$ cat src/rtl/core/utf8_decode_width_measure_top_defines.svh
// ----------------------------------------------------------------------------
// utf8 width measure assertion macros
// shared assertion forms for the utf8 width measure block
// ----------------------------------------------------------------------------
`ifndef UTF8_DECODE_WIDTH_MEASURE_TOP_DEFINES_SVH
`define UTF8_DECODE_WIDTH_MEASURE_TOP_DEFINES_SVH

// same-cycle implication, sampled on i_clk, off during reset
`define UDW_ASSERT_NOW(lbl, ante, cons) \
    lbl: assert property (@(posedge i_clk) disable iff (!i_rst_n) (ante) |-> (cons)) \
        else $error("utf8 width measure check failed");

// next-cycle implication, sampled on i_clk, off during reset
`define UDW_ASSERT_NEXT(lbl, ante, cons) \
    lbl: assert property (@(posedge i_clk) disable iff (!i_rst_n) (ante) |=> (cons)) \
        else $error("utf8 width measure check failed");

`endif

$ cat src/rtl/core/utf8dw_pkg.sv
`timescale 1ns / 1ps
// ----------------------------------------------------------------------------
// utf8dw_pkg
// types, constants and decode tables of the utf8 width measure block
// ----------------------------------------------------------------------------
package utf8dw_pkg;

    localparam int C_BYTE_W      = 8;
    localparam int C_CP_W        = 21;
    localparam int C_STATE_W     = 4;
    localparam int C_CLASS_W     = 4;
    localparam int C_GLYPH_W     = 8;
    localparam int C_TOTAL_W     = 20;
    localparam int C_CFG_IDX_W   = 3;
    localparam int C_CFG_DATA_W  = 21;
    localparam int C_WIDTH_SUM_BITS = 20;

    // register indexes
    localparam logic [C_CFG_IDX_W-1:0] CFG_NARROW_WIDTH = 3'd0;
    localparam logic [C_CFG_IDX_W-1:0] CFG_WIDE_WIDTH   = 3'd1;
    localparam logic [C_CFG_IDX_W-1:0] CFG_WIDE_LOW     = 3'd2;
    localparam logic [C_CFG_IDX_W-1:0] CFG_WIDE_HIGH    = 3'd3;

    // dfa states with a meaning of their own
    localparam logic [C_STATE_W-1:0] DFA_ACCEPT = 4'd0;
    localparam logic [C_STATE_W-1:0] DFA_REJECT = 4'd1;
    localparam logic [C_STATE_W-1:0] DFA_LAST   = 4'd8;

    typedef enum logic [1:0] {
        STATUS_PENDING  = 2'd0,
        STATUS_COMPLETE = 2'd1,
        STATUS_REJECTED = 2'd2
    } t_status;

    typedef struct packed {
        logic [C_STATE_W-1:0] state;
        logic [C_CP_W-1:0]    accum;
    } t_dfa_res;

    // transition table, row = state, column = byte class
    localparam logic [C_STATE_W-1:0] C_NEXT_STATE [0:143] = '{
        4'd0,4'd1,4'd2,4'd3,4'd5,4'd8,4'd7,4'd1,4'd1,4'd1,4'd4,4'd6,4'd1,4'd1,4'd1,4'd1,
        4'd1,4'd1,4'd1,4'd1,4'd1,4'd1,4'd1,4'd1,4'd1,4'd1,4'd1,4'd1,4'd1,4'd1,4'd1,4'd1,
        4'd1,4'd0,4'd1,4'd1,4'd1,4'd1,4'd1,4'd0,4'd1,4'd0,4'd1,4'd1,4'd1,4'd1,4'd1,4'd1,
        4'd1,4'd2,4'd1,4'd1,4'd1,4'd1,4'd1,4'd2,4'd1,4'd2,4'd1,4'd1,4'd1,4'd1,4'd1,4'd1,
        4'd1,4'd1,4'd1,4'd1,4'd1,4'd1,4'd1,4'd2,4'd1,4'd1,4'd1,4'd1,4'd1,4'd1,4'd1,4'd1,
        4'd1,4'd2,4'd1,4'd1,4'd1,4'd1,4'd1,4'd1,4'd1,4'd2,4'd1,4'd1,4'd1,4'd1,4'd1,4'd1,
        4'd1,4'd1,4'd1,4'd1,4'd1,4'd1,4'd1,4'd3,4'd1,4'd3,4'd1,4'd1,4'd1,4'd1,4'd1,4'd1,
        4'd1,4'd3,4'd1,4'd1,4'd1,4'd1,4'd1,4'd3,4'd1,4'd3,4'd1,4'd1,4'd1,4'd1,4'd1,4'd1,
        4'd1,4'd3,4'd1,4'd1,4'd1,4'd1,4'd1,4'd1,4'd1,4'd1,4'd1,4'd1,4'd1,4'd1,4'd1,4'd1
    };

    // byte class lookup
    function automatic logic [C_CLASS_W-1:0] f_byte_class(input logic [C_BYTE_W-1:0] b);
        logic [C_CLASS_W-1:0] cls;
        case (b) inside
            [8'h00:8'h7f]: cls = 4'd0;
            [8'h80:8'h8f]: cls = 4'd1;
            [8'h90:8'h9f]: cls = 4'd9;
            [8'ha0:8'hbf]: cls = 4'd7;
            8'hc0, 8'hc1:  cls = 4'd8;
            [8'hc2:8'hdf]: cls = 4'd2;
            8'he0:         cls = 4'd10;
            8'hed:         cls = 4'd4;
            [8'he1:8'hef]: cls = 4'd3;
            8'hf0:         cls = 4'd11;
            [8'hf1:8'hf3]: cls = 4'd6;
            8'hf4:         cls = 4'd5;
            default:       cls = 4'd8;
        endcase
        return cls;
    endfunction

endpackage

$ cat src/rtl/core/utf8_decode_width_measure_top.sv
// an accepted byte's result word is registered and on the output in the next cycle
// throughput: one byte per cycle while output words are taken, set by the decoder state loop
// output register frees up as its word is taken, so bytes stream without gaps
// reset: synchronous, active low; clears decoder state, width, flags; sets config to defaults
`timescale 1ns / 1ps
`include "utf8_decode_width_measure_top_defines.svh"
// ----------------------------------------------------------------------------
// utf8_decode_width_measure_top
// validating utf8 decoder with wide-glyph classification and running width
// ----------------------------------------------------------------------------
module utf8_decode_width_measure_top #(
    parameter int WIDTH_SUM_BITS = utf8dw_pkg::C_WIDTH_SUM_BITS
) (
    input  logic                                 i_clk,
    input  logic                                 i_rst_n,
    // input byte channel
    input  logic                                 i_in_valid,
    output logic                                 o_in_ready,
    input  logic [utf8dw_pkg::C_BYTE_W-1:0]      i_text_byte,
    input  logic                                 i_string_start,
    // result channel
    output logic                                 o_out_valid,
    input  logic                                 i_out_ready,
    output logic [1:0]                           o_decode_status,
    output logic [utf8dw_pkg::C_CP_W-1:0]        o_codepoint,
    output logic                                 o_is_wide,
    output logic [utf8dw_pkg::C_TOTAL_W-1:0]     o_total_width,
    output logic                                 o_has_wide,
    // configuration write port
    input  logic                                 i_cfg_we,
    input  logic [utf8dw_pkg::C_CFG_IDX_W-1:0]   i_cfg_index,
    input  logic [utf8dw_pkg::C_CFG_DATA_W-1:0]  i_cfg_data
);
    import utf8dw_pkg::*;

    // configuration registers
    logic [C_GLYPH_W-1:0] r_narrow_width;
    logic [C_GLYPH_W-1:0] r_wide_width;
    logic [C_CP_W-1:0]    r_wide_low;
    logic [C_CP_W-1:0]    r_wide_high;

    // decoder state carried between bytes
    logic [C_STATE_W-1:0]      r_state;
    logic [C_CP_W-1:0]         r_accum;
    logic [WIDTH_SUM_BITS-1:0] r_width_sum;
    logic                      r_wide_seen;

    // result word register
    logic                 r_out_valid;
    t_status              r_status;
    logic [C_CP_W-1:0]    r_codepoint;
    logic                 r_is_wide;

    // next values
    logic [C_STATE_W-1:0]      n_state;
    logic [C_CP_W-1:0]         n_accum;
    logic [WIDTH_SUM_BITS-1:0] n_width_sum;
    logic                      n_wide_seen;
    t_status                   n_status;
    logic [C_CP_W-1:0]         n_codepoint;
    logic                      n_is_wide;

    // state as seen by this byte, after a string start
    logic [C_STATE_W-1:0]      cur_state;
    logic [C_CP_W-1:0]         cur_accum;
    logic [WIDTH_SUM_BITS-1:0] cur_width_sum;
    logic                      cur_wide_seen;

    logic                      in_fire;
    logic                      wide_hit;
    logic [C_GLYPH_W-1:0]      glyph_add;
    logic [WIDTH_SUM_BITS:0]   sum_ext;
    t_dfa_res                  dfa_res;

    // a word can enter whenever the result slot is empty or being drained
    assign o_in_ready = !r_out_valid || i_out_ready;
    assign in_fire    = i_in_valid && o_in_ready;

    // string start wipes the carried state before the byte is decoded
    always_comb begin
        cur_state     = i_string_start ? DFA_ACCEPT : r_state;
        cur_accum     = i_string_start ? '0 : r_accum;
        cur_width_sum = i_string_start ? '0 : r_width_sum;
        cur_wide_seen = i_string_start ? 1'b0 : r_wide_seen;
    end

    utf8dw_dfa u_dfa (
        .i_state (cur_state),
        .i_accum (cur_accum),
        .i_byte  (i_text_byte),
        .o_res   (dfa_res)
    );

    // next state, status and width bookkeeping for a completed codepoint
    always_comb begin
        n_state     = dfa_res.state;
        n_accum     = dfa_res.accum;
        // an empty range (low above high) never matches
        wide_hit    = (dfa_res.accum >= r_wide_low) && (dfa_res.accum <= r_wide_high);
        glyph_add   = wide_hit ? r_wide_width : r_narrow_width;
        sum_ext     = {1'b0, cur_width_sum} + (WIDTH_SUM_BITS + 1)'(glyph_add);
        n_width_sum = cur_width_sum;
        n_wide_seen = cur_wide_seen;
        n_status    = STATUS_PENDING;
        n_codepoint = '0;
        n_is_wide   = 1'b0;
        if (dfa_res.state == DFA_ACCEPT) begin
            n_status    = STATUS_COMPLETE;
            n_codepoint = dfa_res.accum;
            n_is_wide   = wide_hit;
            // saturate on carry out of the sum
            n_width_sum = sum_ext[WIDTH_SUM_BITS] ? '1 : sum_ext[WIDTH_SUM_BITS-1:0];
            n_wide_seen = cur_wide_seen || wide_hit;
        end else if (dfa_res.state == DFA_REJECT) begin
            n_status = STATUS_REJECTED;
        end
    end

    // control state, configuration and carried decoder state
    always_ff @(posedge i_clk) begin
        if (!i_rst_n) begin
            r_out_valid    <= 1'b0;
            r_state        <= DFA_ACCEPT;
            r_accum        <= '0;
            r_width_sum    <= '0;
            r_wide_seen    <= 1'b0;
            r_narrow_width <= 8'd8;
            r_wide_width   <= 8'd16;
            r_wide_low     <= 21'h10ffff;
            r_wide_high    <= '0;
        end else begin
            if (in_fire) begin
                r_out_valid <= 1'b1;
                r_state     <= n_state;
                r_accum     <= n_accum;
                r_width_sum <= n_width_sum;
                r_wide_seen <= n_wide_seen;
            end else if (i_out_ready) begin
                r_out_valid <= 1'b0;
            end
            if (i_cfg_we) begin
                unique case (i_cfg_index)
                    CFG_NARROW_WIDTH: r_narrow_width <= i_cfg_data[C_GLYPH_W-1:0];
                    CFG_WIDE_WIDTH:   r_wide_width   <= i_cfg_data[C_GLYPH_W-1:0];
                    CFG_WIDE_LOW:     r_wide_low     <= i_cfg_data[C_CP_W-1:0];
                    CFG_WIDE_HIGH:    r_wide_high    <= i_cfg_data[C_CP_W-1:0];
                    default: ;
                endcase
            end
        end
    end

    // result payload, loaded with each accepted byte
    always_ff @(posedge i_clk) begin
        if (in_fire) begin
            r_status    <= n_status;
            r_codepoint <= n_codepoint;
            r_is_wide   <= n_is_wide;
        end
    end

    assign o_out_valid     = r_out_valid;
    assign o_decode_status = r_status;
    assign o_codepoint     = r_codepoint;
    assign o_is_wide       = r_is_wide;
    // running width and flag only change with a new byte, so the carried
    // state is exactly the value belonging to the word on the output
    assign o_has_wide      = r_wide_seen;

    generate
        if (WIDTH_SUM_BITS >= C_TOTAL_W) begin : g_total_trunc
            assign o_total_width = r_width_sum[C_TOTAL_W-1:0];
        end else begin : g_total_ext
            assign o_total_width = {{(C_TOTAL_W - WIDTH_SUM_BITS){1'b0}}, r_width_sum};
        end
    endgenerate

    // incomplete results carry no codepoint and no wide mark
    `UDW_ASSERT_NOW(a_idle_fields_zero, o_out_valid && (r_status != STATUS_COMPLETE), (o_codepoint == '0) && !o_is_wide)
    // a wide glyph on the output implies the sticky flag is set
    `UDW_ASSERT_NOW(a_wide_sets_flag, o_out_valid && o_is_wide, o_has_wide)
    // reject sticks until a string start
    `UDW_ASSERT_NEXT(a_reject_sticky, i_rst_n && in_fire && !i_string_start && (r_state == DFA_REJECT), r_status == STATUS_REJECTED)

endmodule

$ cat src/rtl/core/utf8dw_dfa.sv
`timescale 1ns / 1ps
// ----------------------------------------------------------------------------
// utf8dw_dfa
// one byte step of the validating utf8 decoder: class, transition, accumulate
// ----------------------------------------------------------------------------
module utf8dw_dfa (
    input  logic [utf8dw_pkg::C_STATE_W-1:0] i_state,
    input  logic [utf8dw_pkg::C_CP_W-1:0]    i_accum,
    input  logic [utf8dw_pkg::C_BYTE_W-1:0]  i_byte,
    output utf8dw_pkg::t_dfa_res             o_res
);
    import utf8dw_pkg::*;

    logic [C_CLASS_W-1:0] cls;
    logic [C_STATE_W-1:0] state_safe;
    logic [C_BYTE_W-1:0]  lead_mask;

    always_comb begin
        cls        = f_byte_class(i_byte);
        // states past the table fall into reject
        state_safe = (i_state > DFA_LAST) ? DFA_REJECT : i_state;
        lead_mask  = 8'hff >> cls;
        if (state_safe != DFA_ACCEPT) begin
            o_res.accum = {i_accum[C_CP_W-7:0], i_byte[5:0]};
        end else begin
            o_res.accum = C_CP_W'(lead_mask & i_byte);
        end
        o_res.state = C_NEXT_STATE[{state_safe, cls}];
    end

endmodule
$ cat config.mk
export PLATFORM = sky130hd
export DESIGN_NAME = utf8_decode_width_measure_top
export DESIGN_NICKNAME = d
export VERILOG_FILES = /design/src/rtl/core/utf8dw_pkg.sv /design/src/rtl/core/utf8_decode_width_measure_top.sv /design/src/rtl/core/utf8dw_dfa.sv
export VERILOG_INCLUDE_DIRS = /design/src /design/src/rtl/core
export SDC_FILE = /design/constraint.sdc
export NUM_CORES = 1
export LEC_CHECK = 0
export BUFFER_PORTS_ARGS = -buffer_cell sky130_fd_sc_hd__buf_2
export CAP_MARGIN = 20
export CORE_MARGIN = 2
export CORE_UTILIZATION = 55
export CTS_CLUSTER_DIAMETER = 50
export CTS_CLUSTER_SIZE = 20
export DETAILED_ROUTE_END_ITERATION = 8
export PLACE_DENSITY = 0.73
export SLEW_MARGIN = 20
export SYNTH_ARGS = -nofsm -noshare
export SYNTH_HDL_FRONTEND = slang
export SYNTH_SLANG_ARGS = --single-unit
export TNS_END_PERCENT = 10
$ cat constraint.sdc
create_clock -name i_clk -period 10.1 [get_ports i_clk]
set_input_delay 0.505 -clock i_clk [delete_from_list [all_inputs] [get_ports i_clk]]
set_output_delay 0.505 -clock i_clk [all_outputs]
set_load 0.02 [all_outputs]
==> out/summary.txt, run 1 <==
R2R Setup Slk - 3.51 ns
fmax - 152 MHz
Rel. slew slack - 42.1%
Reg clk slew, reported paths - 0.06 ns
Crit path required time - 10.41 ns
Setup TNS - 0 ns
# H-tree levels - 4
Final min period - 6.59 ns
status - finished clean
Synth Register Bits - 123
CP startpoint - r_state[0]$_SDFFE_PN0P_
Final setup viols - 0
VDD IR max - 0.110 mV
hold_ws - 0.320 ns
Final period util - 65.3%
Worst Setup Start Kind - register
later-pin clock latency in the skew report - 0.42 ns
Worst Reg-to-Reg Cells - 22
mapped cell area - 6980 µm²
Fillers - 1105
final design utilization - 64.2%
worst slew pin tran - 0.862 ns
number of enable flip-flop cells after synthesis - 24
most frequent CP cell - o21ai_0
Starting DRT DRC Count - 531
CTS Buf Count - 17
I/O pin cnt - 85
vias in the first global route - 5878
MaxCap Viol Count - 0
largest net degree at the start of global routing - 46
Post-CTS Setup Bufs - 0
routed vias/inst - 5.87
fraction of registers with async set/reset - 0%
Die Area - 13600 µm²
endpoint of the worst hold path - r_wide_low[13]$_SDFFE_PN1P_
Sequential Area - 2700 µm²
min-delay src - i_cfg_data[13]
first-pass GRT wire length - 28.8 mm
CP Max Fanout - 26
Post-DRT Antenna Nets - 0
arrival time worst endpoint - 6.90 ns
Yosys cell types - 68
predominant post-synthesis flop cell - dfxtp_1
initial antenna violation count - 0
TritonRoute pass-1 iters - 6
Avg WL per Cell - 16.4 µm
Total GRT Usage - 27.0%
syn_area_per_cell - 8.33 µm²
syn nets - 927
CP peak stage delay - 0.63 ns
part of the Yosys area used for sequential elements - 38.7%
Initial Utilization - 55.8%
critical path class - reg2reg
Setup WS pre-CTS - 3.24 ns
RR Startpoint - r_state[0]$_SDFFE_PN0P_
YS warnings - 0
clk buf depth - 2
Critical Path End Type - register
post-CTS sizing - 0
worst clock skew - 0.00556 ns
CTS root buffer - clkbuf_16
reg2reg end - o_total_width[13]$_SDFFE_PN0P_
CTS tree - yes
Total Wirelength - 17.8 mm
Hold Path Class - in2reg
port bufs - 84
RSZ-0062 raised after global routing - false
# rows - 41
CORE AREA - 12500 µm²
slowest CP cell - nor4_1
post-place instance area - 7450 µm²
net count reported at finish - 988
Num Clock Sinks - 123
Post-DP HPWL - 12.9 mm
Die H - 117 µm
hold buffer count at cts - 0
Die Wd - 117 µm
Vias - 6359
Static Leak - 3.44 nW
crit-path cells - nor4_1 > nor2_1 > buf_4 > o21ai_0 > ha_1 > nand2b_1 > a21o_1 > a21oi_1 > o22ai_1 > o31a_1 > or3b_2 > and2_1 > mux2_2 > ha_1 > fa_1 > a21o_1 > a21oi_1 > o21ai_0 > o21a_1 > nand3_1 > o21ai_0 > o221a_2
Mapped Cells - 838
number of antenna diodes - 0
Final WS setup - 3.51 ns
power per cell area - 160 nW/µm²
final hold vios - 0
layout cells sized above 1 - 16.3%
area of the multi-input gates - 3860 µm²
# DRC - 0
cell count of the worst hold path - 3
post-route cell area - 8030 µm²
routability cong. - 0.919
total grt overflow - 0
Slew Viols, Final - 0
Area Growth Syn to Fin - 15.1%
registers in the layout (all words and copies together), names as in the netlist:
signal           flops
o_codepoint         21
r_wide_high         21
r_wide_low          21
o_total_width       20
r_accum             15
r_narrow_width       8
r_wide_width         8
r_state              4
o_decode_status      2
o_has_wide           1
o_is_wide            1
o_out_valid          1
worst max-delay path by stage:
stage,to,slack [ns]
3_5_place_dp,o_total_width[14]$_SDFFE_PN0P_,3.24
6_report,o_total_width[13]$_SDFFE_PN0P_,3.51
3_3_place_gp,o_total_width[13]$_SDFFE_PN0P_,3.47
5_1_grt,o_total_width[9]$_SDFFE_PN0P_,3.12
2_1_floorplan,o_total_width[9]$_SDFFE_PN0P_,4.02
4_1_cts,o_total_width[13]$_SDFFE_PN0P_,3.55
routing by layer:
layer  global-route usage, %  share of wire, %  vias up
met3                    5.60               5.8       33
met5                       0                 0        -
met1                    36.2                45     2968
li1                        -                 -     3122
met4                    10.6               2.1        0
met2                    43.1                47      236
layout by cell type (no fill, tap or decap), types with 10 or more instances in the layout:
| cell | n |
|---|---|
| nand2_1 | 146 |
| dfxtp_1 | 99 |
| buf_2 | 84 |
| a21oi_1 | 81 |
| inv_1 | 57 |
| ha_1 | 50 |
| nor2_1 | 45 |
| and2_1 | 35 |
| edfxtp_1 | 24 |
| o211ai_1 | 20 |
| nor2b_1 | 18 |
| clkbuf_16 | 17 |
| nand3_1 | 16 |
| nand4_1 | 16 |
| o21ai_0 | 14 |
| a21o_1 | 13 |
| nor3_1 | 12 |
| and3_1 | 12 |
| nor4_1 | 10 |
| a22oi_1 | 10 |
per-stage QoR:
stage | total power [W] | std cells
after floorplan | 0.000657 | 838
after global placement | 0.000701 | 1052
after detailed placement | 0.000705 | 1052
after CTS | 0.00129 | 1084
after global routing | 0.00134 | 1084
final | 0.00128 | 1084
power breakdown:
part           leakage, nW  internal, W  switching (W)
sequential            1.05     0.000520     0.00000885
clock                0.279     0.000359       0.000229
combinational         2.12    0.0000546       0.000113
critical path, delay by kind of cell (launching register included):
kind,cells,cell delay (ns)
compound gates,11,2.67
simple gates,6,1.91
fa+ha+maj,3,0.96
flops,1,0.37
mux,1,0.33
buf+inv,1,0.23
Yosys cell counts (4+ instances only):
cell type  instances  area (µm²)
nand2_1          146         548
dfxtp_1           99        1980
a21oi_1           81         405
inv_1             59         221
ha_1              50         626
nor2_1            45         169
and2_1            36         225
clkbuf_1          30         113
edfxtp_1          24         721
o211ai_1          20         150
nor2b_1           18         113
nand3_1           16        80.1
nand4_1           16         100
o21ai_0           14        70.1
a21o_1            13        97.6
and3_1            12        75.1
nor3_1            12        60.1
a22oi_1           10        75.1
nor4_1            10        62.6
a31oi_1            9        56.3
a211oi_1           8        60.1
a311oi_1           8        70.1
buf_1              8        30.0
mux2_2             8        90.1
buf_2              6        30.0
o221a_2            5        56.3
o21a_1             4        30.0
o22ai_1            4        25.0
o31ai_1            4        30.0
or3_1              4        25.0
logic make-up after synthesis:
group                      synth area share [%]
buffers and inverters                      6.02
and+or+nand+nor                            23.8
xor gates and xnor gates                  0.753
AOI/OAI and AO/OA                          20.1
adders and majority gates                  9.25
muxes                                      1.43
DFF                                        38.7
final cells by class:
cell class / count / area share, %
clock buffers: 20 / 5.81
clock inverters: 12 / 1.42
inverters: 60 / 2.80
multi-input cells: 609 / 48.0
flip-flops and latches: 123 / 33.6
well taps: 172 / 2.68
repair buffers: 88 / 5.61
Note: power is estimated with default switching activity, not from simulation.
==> run 2: changes to the inputs <==
--- a/config.mk
+++ b/config.mk
@@ -9,11 +9,11 @@
 export BUFFER_PORTS_ARGS = -buffer_cell sky130_fd_sc_hd__buf_2
 export CAP_MARGIN = 20
 export CORE_MARGIN = 2
-export CORE_UTILIZATION = 55
+export CORE_UTILIZATION = 53
 export CTS_CLUSTER_DIAMETER = 50
 export CTS_CLUSTER_SIZE = 20
 export DETAILED_ROUTE_END_ITERATION = 8
-export PLACE_DENSITY = 0.73
+export PLACE_DENSITY = 0.74
 export SLEW_MARGIN = 20
 export SYNTH_ARGS = -nofsm -noshare
 export SYNTH_HDL_FRONTEND = slang
==> constraint.sdc (replaced) <==
create_clock -name i_clk -period 5.6 [get_ports i_clk]
set_input_delay 0.28 -clock i_clk [delete_from_list [all_inputs] [get_ports i_clk]]
set_output_delay 0.28 -clock i_clk [all_outputs]
set_load 0.02 [all_outputs]
==> run 2 against run 1 <==
Net effect: via count up 1.3%; die area up 3.6%; highest routed layer unchanged; worst hold slack worse by 0.21 ns; first-iteration DRC count down 16%.
==> out/summary.txt, run 2 (synthesized netlist as in run 1, its figures left out) <==
CTS Buf Count - 17 (unchanged)
number of antenna diodes - 0 (unchanged)
routability cong. - 0.947 (+3.0%)
MaxCap Viol Count - 0 (unchanged)
net count reported at finish - 1031 (+4.4%)
commonest non-fill, non-tap cell in the layout - nand2_1
CORE AREA - 12700 µm² (+1.6%)
RSZ-0062 raised after global routing - false
initial antenna violation count - 0 (unchanged)
most frequent cells in the layout - nand2_1, dfxtp_1, buf_2
fmax - 188 MHz (+24%)
endpoint of the worst hold path - r_wide_low[20]$_SDFFE_PN1P_
switching part of the total - 25.0% (-2.3 points)
RR Startpoint - r_state[0]$_SDFFE_PN0P_
reg2reg end - o_total_width[12]$_SDFFE_PN0P_
Worst Reg-to-Reg Cells - 21 (-4.5%)
post-place instance area - 7790 µm² (+4.6%)
TritonRoute pass-1 iters - 5 (-1)
min-delay src - i_cfg_data[20]
Final min period - 5.32 ns (-1.27 ns)
Num Clock Sinks - 123 (unchanged)
dpl cells - 1095 (+4.1%)
cell count of the worst hold path - 3 (unchanged)
Vias - 6439 (+1.3%)
Area Growth Syn to Fin - 20.7%
Total GRT Usage - 26.5% (-0.55 points)
worst clock skew - 0.00707 ns (+0.00150 ns)
Post-CTS Setup Bufs - 0 (unchanged)
VDD IR max - 0.169 mV (+53%)
I/O pin cnt - 85 (unchanged)
post-route cell area - 8420 µm² (+4.9%)
Slew Viols, Final - 0 (unchanged)
Fillers - 1115 (+0.90%)
Crit path required time - 5.91 ns (-4.50 ns)
worst slew pin tran - 0.913 ns (+0.0504 ns)
critical path class - reg2reg
Total Wirelength - 18.1 mm (+1.9%)
Critical Path End Type - register
Layout Cells excl Fill - 1126 (+3.9%)
power per cell area - 287 nW/µm² (+80%)
total grt overflow - 0 (unchanged)
Final setup viols - 0 (unchanged)
clk buf depth - 2 (unchanged)
later-pin clock latency in the skew report - 0.42 ns (about the same)
Starting DRT DRC Count - 446 (-16%)
Post-DRT Antenna Nets - 0 (unchanged)
Die Wd - 119 µm (+1.8%)
# DRC - 0 (unchanged)
Rel. slew slack - 39.0% (-3.1 points)
combinational fraction of design power - 13.8% (+0.8 points)
largest net degree at the start of global routing - 60 (+30%)
Die Area - 14100 µm² (+3.6%)
Flop pwr share - 39.4% (-1.8 points)
first-pass GRT wire length - 30.3 mm (+5.0%)
Worst Setup Start Kind - register
status - finished clean
Post-DP HPWL - 12.7 mm (-1.7%)
Initial Utilization - 54.9% (-0.90 points)
# rows - 41 (unchanged)
routed vias/inst - 5.72 (-2.5%)
port bufs - 84 (unchanged)
CTS tree - yes
Reg clk slew, reported paths - 0.06 ns (about the same)
Static Leak - 3.68 nW (+7.0%)
final hold vios - 0 (unchanged)
arrival time worst endpoint - 5.63 ns (-1.27 ns)
R2R Setup Slk - 0.28 ns (-3.23 ns)
layout cells sized above 1 - 20.5% (+4.2 points)
CP Max Fanout - 26 (unchanged)
Avg WL per Cell - 16.1 µm (-1.9%)
Setup TNS - 0 ns (unchanged)
CTS root buffer - clkbuf_16
Hold Path Class - in2reg
Final period util - 95.0% (+30 points)
internal power - 0.00181 W (+94%)
P_sw - 0.000606 W (+73%)
vias in the first global route - 6273 (+6.7%)
Die H - 119 µm (+1.8%)
clock power share - 46.9% (+1.1 points)
# H-tree levels - 4 (unchanged)
CP startpoint - r_state[0]$_SDFFE_PN0P_
[run 2: cell count changes in the layout (fill, tap and decap cells not counted), moves of 2 or more]
| cell | previous run | this run |
|---|---|---|
| buf_4 | 4 | 47 |
| clkinv_4 | 4 | 0 |
| o21ai_0 | 14 | 10 |
| clkinvlp_4 | 3 | 0 |
| o21ai_1 | 0 | 3 |
| bufinv_16 | 1 | 3 |
| clkbuf_1 | 0 | 2 |
| clkbuf_8 | 3 | 5 |
| clkinv_2 | 1 | 3 |
[run 2: worst max path at each step]
stage                                           to  cells after the start
floorplan           o_total_width[12]$_SDFFE_PN0P_                     25
global placement    o_total_width[12]$_SDFFE_PN0P_                     22
detailed placement  o_total_width[12]$_SDFFE_PN0P_                     23
CTS                 o_total_width[12]$_SDFFE_PN0P_                     21
global route        o_total_width[12]$_SDFFE_PN0P_                     23
finish              o_total_width[12]$_SDFFE_PN0P_                     21
[run 2: final cells by class]
| cell class | count | area (µm²) | area share (%) |
|---|---|---|---|
| clock buffers | 24 | 502 | 5.96 |
| clock inverters | 7 | 111 | 1.32 |
| inverters | 60 | 225 | 2.67 |
| multi-input cells | 609 | 3890 | 46.2 |
| flip-flops and latches | 123 | 2700 | 32.1 |
| well taps | 172 | 215 | 2.55 |
| repair buffers | 131 | 773 | 9.18 |
[run 2: per-stage QoR]
stage | power (W) | util, % | hold slack (ns) | worst slack [ns]
after floorplan | 0.00119 | - | 0.404 | 0.0153
after global placement | 0.00129 | 61.3 | 0.437 | 0.0325
after detailed placement | 0.00130 | 61.3 | 0.444 | -0.135
after CTS | 0.00243 | 66.1 | 0.0912 | 0.119
after global routing | 0.00251 | 66.2 | 0.104 | 0.0274
final | 0.00242 | 66.2 | 0.107 | 0.279
[run 2: worst max-delay path: stages (launching register included)]
cell and delay, ns:
dfxtp_1 0.31, nor4_1 0.37, nor2_1 0.07, buf_4 0.22, o311ai_2 0.37, inv_1 0.14, ha_1 0.32, nand3_1 0.09
o22ai_1 0.08, o31a_1 0.23, or3b_2 0.46, and2_4 0.21, mux2_2 0.28, ha_1 0.22, fa_1 0.41, a21o_1 0.21
a21oi_2 0.15, o21ai_1 0.13, o21a_1 0.25, and2_1 0.27, a41o_1 0.26, and3_1 0.16
[run 2: power groups by stage]
stage	Combinational (W)	Clock (W)	Sequential, W
after CTS	0.000329	0.00115	0.000953
after detailed placement	0.000325	0	0.000971
final	0.000333	0.00113	0.000953
after global routing	0.000367	0.00119	0.000956
after floorplan	0.000194	0	0.000992
after global placement	0.000324	0	0.000970
[run 2: what timing repair did]
item | CTS | global route
gates resized for setup | 0 | 6
hold buffers | 0 | 0
setup endpoints to repair | 0 | 11
[run 2: per-layer routing]
metal | GRT usage (%) | up-vias | part of all wire [%]
met5 | 0 | - | 0
met4 | 9.30 | 0 | 1.5
met3 | 5.60 | 26 | 6.1
met2 | 43.6 | 219 | 48
met1 | 34.4 | 2998 | 45
li1 | - | 3196 | -
==> run 3: changes to the inputs <==
--- a/config.mk
+++ b/config.mk
@@ -14,6 +14,7 @@
 export CTS_CLUSTER_SIZE = 20
 export DETAILED_ROUTE_END_ITERATION = 8
 export PLACE_DENSITY = 0.74
+export REMOVE_ABC_BUFFERS = 1
 export SLEW_MARGIN = 20
 export SYNTH_ARGS = -nofsm -noshare
 export SYNTH_HDL_FRONTEND = slang
==> run 3 against run 2 <==
Net effect: worst setup slack improved by 0.082 ns; worst hold slack worse by 0.0035 ns; die area did not move; wire length shrank 1.3%; utilization grew 0.53 points; via count up 0.28%; first-iteration DRC count grew 13%; sequential share of layout area shrank 0.26 points; combinational power grew 3%; clock skew shrank 0.00092 ns; critical path type is now in2reg; critical endpoint is now o_total_width[11]$_SDFFE_PN0P_; largest cell class unchanged; largest power group unchanged.
==> out/summary.txt, run 3 (synthesized netlist as in run 1, its figures left out) <==
Worst Setup Start Kind - input pin
Die Area - 14100 µm² (unchanged)
CTS Buf Count - 17 (unchanged)
number of antenna diodes - 0 (unchanged)
initial antenna violation count - 0 (unchanged)
I/O pin cnt - 85 (unchanged)
total grt overflow - 0 (unchanged)
routability cong. - 0.908 (-4.1%)
clk buf depth - 2 (unchanged)
# H-tree levels - 4 (unchanged)
Rel. slew slack - 39.6% (+0.65 points)
post-route cell area - 8490 µm² (+0.80%)
Vias - 6457 (+0.28%)
hold_ws - 0.103 ns (-0.00354 ns)
slowest CP cell - or4_1
status - finished clean
CP Max Fanout - 4 (-85%)
Setup TNS - 0 ns (unchanged)
Die Wd - 119 µm (unchanged)
Static Leak - 3.74 nW (+1.5%)
routed vias/inst - 5.64 (-1.3%)
cell count of the worst hold path - 3 (unchanged)
port bufs - 84 (unchanged)
CTS root buffer - clkbuf_16
MaxCap Viol Count - 0 (unchanged)
Post-DRT Antenna Nets - 0 (unchanged)
layout cells sized above 1 - 21.6% (+1.1 points)
post-place instance area - 7900 µm² (+1.4%)
Avg WL per Cell - 15.6 µm (-2.9%)
critical path class - in2reg
later-pin clock latency in the skew report - 0.42 ns (about the same)
# rows - 41 (unchanged)
Area Growth Syn to Fin - 21.6%
power per cell area - 271 nW/µm² (-5.8%)
final hold vios - 0 (unchanged)
Layout Cells excl Fill - 1144 (+1.6%)
vias in the first global route - 6075 (-3.2%)
Post-DP HPWL - 12.6 mm (-0.90%)
Total GRT Usage - 25.9% (-0.56 points)
Final setup viols - 0 (unchanged)
CP peak stage delay - 0.57 ns (+0.11 ns)
Starting DRT DRC Count - 506 (+13%)
Crit path required time - 5.89 ns (-0.02 ns)
commonest non-fill, non-tap cell in the layout - nand2_1
first-pass GRT wire length - 29.6 mm (-2.1%)
Total Wirelength - 17.9 mm (-1.3%)
Worst Reg-to-Reg Cells - 23 (+9.5%)
VDD IR max - 0.256 mV (+51%)
arrival time worst endpoint - 5.53 ns (-0.10 ns)
Final period util - 93.5% (-1.5 points)
Slew Viols, Final - 0 (unchanged)
fmax - 191 MHz (+1.6%)
worst clock skew - 0.00615 ns (-0.000919 ns)
Initial Utilization - 54.9% (unchanged)
Num Clock Sinks - 123 (unchanged)
net count reported at finish - 1048 (+1.6%)
Final min period - 5.24 ns (-0.0818 ns)
Reg clk slew, reported paths - 0.05 ns (about the same)
hold buffer count at cts - 0 (unchanged)
# DRC - 0 (unchanged)
R2R Setup Slk - 0.36 ns (+0.08 ns)
most frequent cells in the layout - nand2_1, dfxtp_1, buf_2
TritonRoute pass-1 iters - 5 (unchanged)
largest net degree at the start of global routing - 48 (-20%)
CORE AREA - 12700 µm² (unchanged)
worst slew pin tran - 0.903 ns (-0.00968 ns)
RSZ-0062 raised after global routing - true
Hold Path Class - in2reg
CTS tree - yes
dpl cells - 1111 (+1.5%)
Critical Path End Type - register
Die H - 119 µm (unchanged)
## run 3: cell types whose count changed in the layout (fill, tap and decap cells not counted), moves of 2 or more
cell,change
clkinvlp_4,+2
buf_4,+16
bufinv_16,-3
o21ai_0,+2
clkinv_2,+2
## run 3: metal layers
metal	part of all wire [%]	GRT usage, %
met5	0	0
met1	44	34.3
met4	2.3	8.63
met3	6.5	5.50
met2	47	42.2
## run 3: report_power, final
group	switching (W)	internal, W	total [W]
combinational	0.000213	0.000131	0.000344
sequential	0.0000165	0.000939	0.000956
clock	0.000379	0.000619	0.000998
## run 3: what timing repair did
action	4_1_cts	5_1_grt
buffers inserted	0	1
endpoints found under the setup margin	0	14
gates resized for setup	0	10
## run 3: final cells by class
cell class	instances	area, µm²
Clock inverter	7	40.0
Timing Repair Buffer	148	908
Sequential cell	123	2700
Fill cell	1092	4230
Tap cell	172	215
Inverter	60	225
Multi-Input combinational cell	609	3890
Clock buffer	25	505
## run 3: metrics by stage
| step | total power [W] | util (%) | setup slack (ns) |
|---|---|---|---|
| global placement | 0.00130 | 62.0 | -0.0716 |
| detailed placement | 0.00131 | 62.1 | -0.178 |
| floorplan | 0.00116 | - | -0.128 |
| finish | 0.00230 | 66.7 | 0.361 |
| global route | 0.00239 | 66.7 | -0.0178 |
| CTS | 0.00230 | 66.4 | 0.206 |
## run 3: critical path, delay by kind of cell
family	cells	cell delay, ns
compound gates	13	2.30
simple gates	6	1.53
fa+ha+maj	3	0.89
mux	1	0.28
buf+inv	2	0.26
## run 3: final timing paths
check	from	endpoint
worst min-delay path	i_cfg_data[17]	r_wide_low[17]$_SDFFE_PN0P_
worst max register to register	r_state[0]$_SDFFE_PN0P_	o_total_width[11]$_SDFFE_PN0P_
worst min register to register	r_accum[1]$_SDFFE_PN0P_	r_accum[1]$_SDFFE_PN0P_
worst max-delay path	i_text_byte[2]	o_total_width[11]$_SDFFE_PN0P_
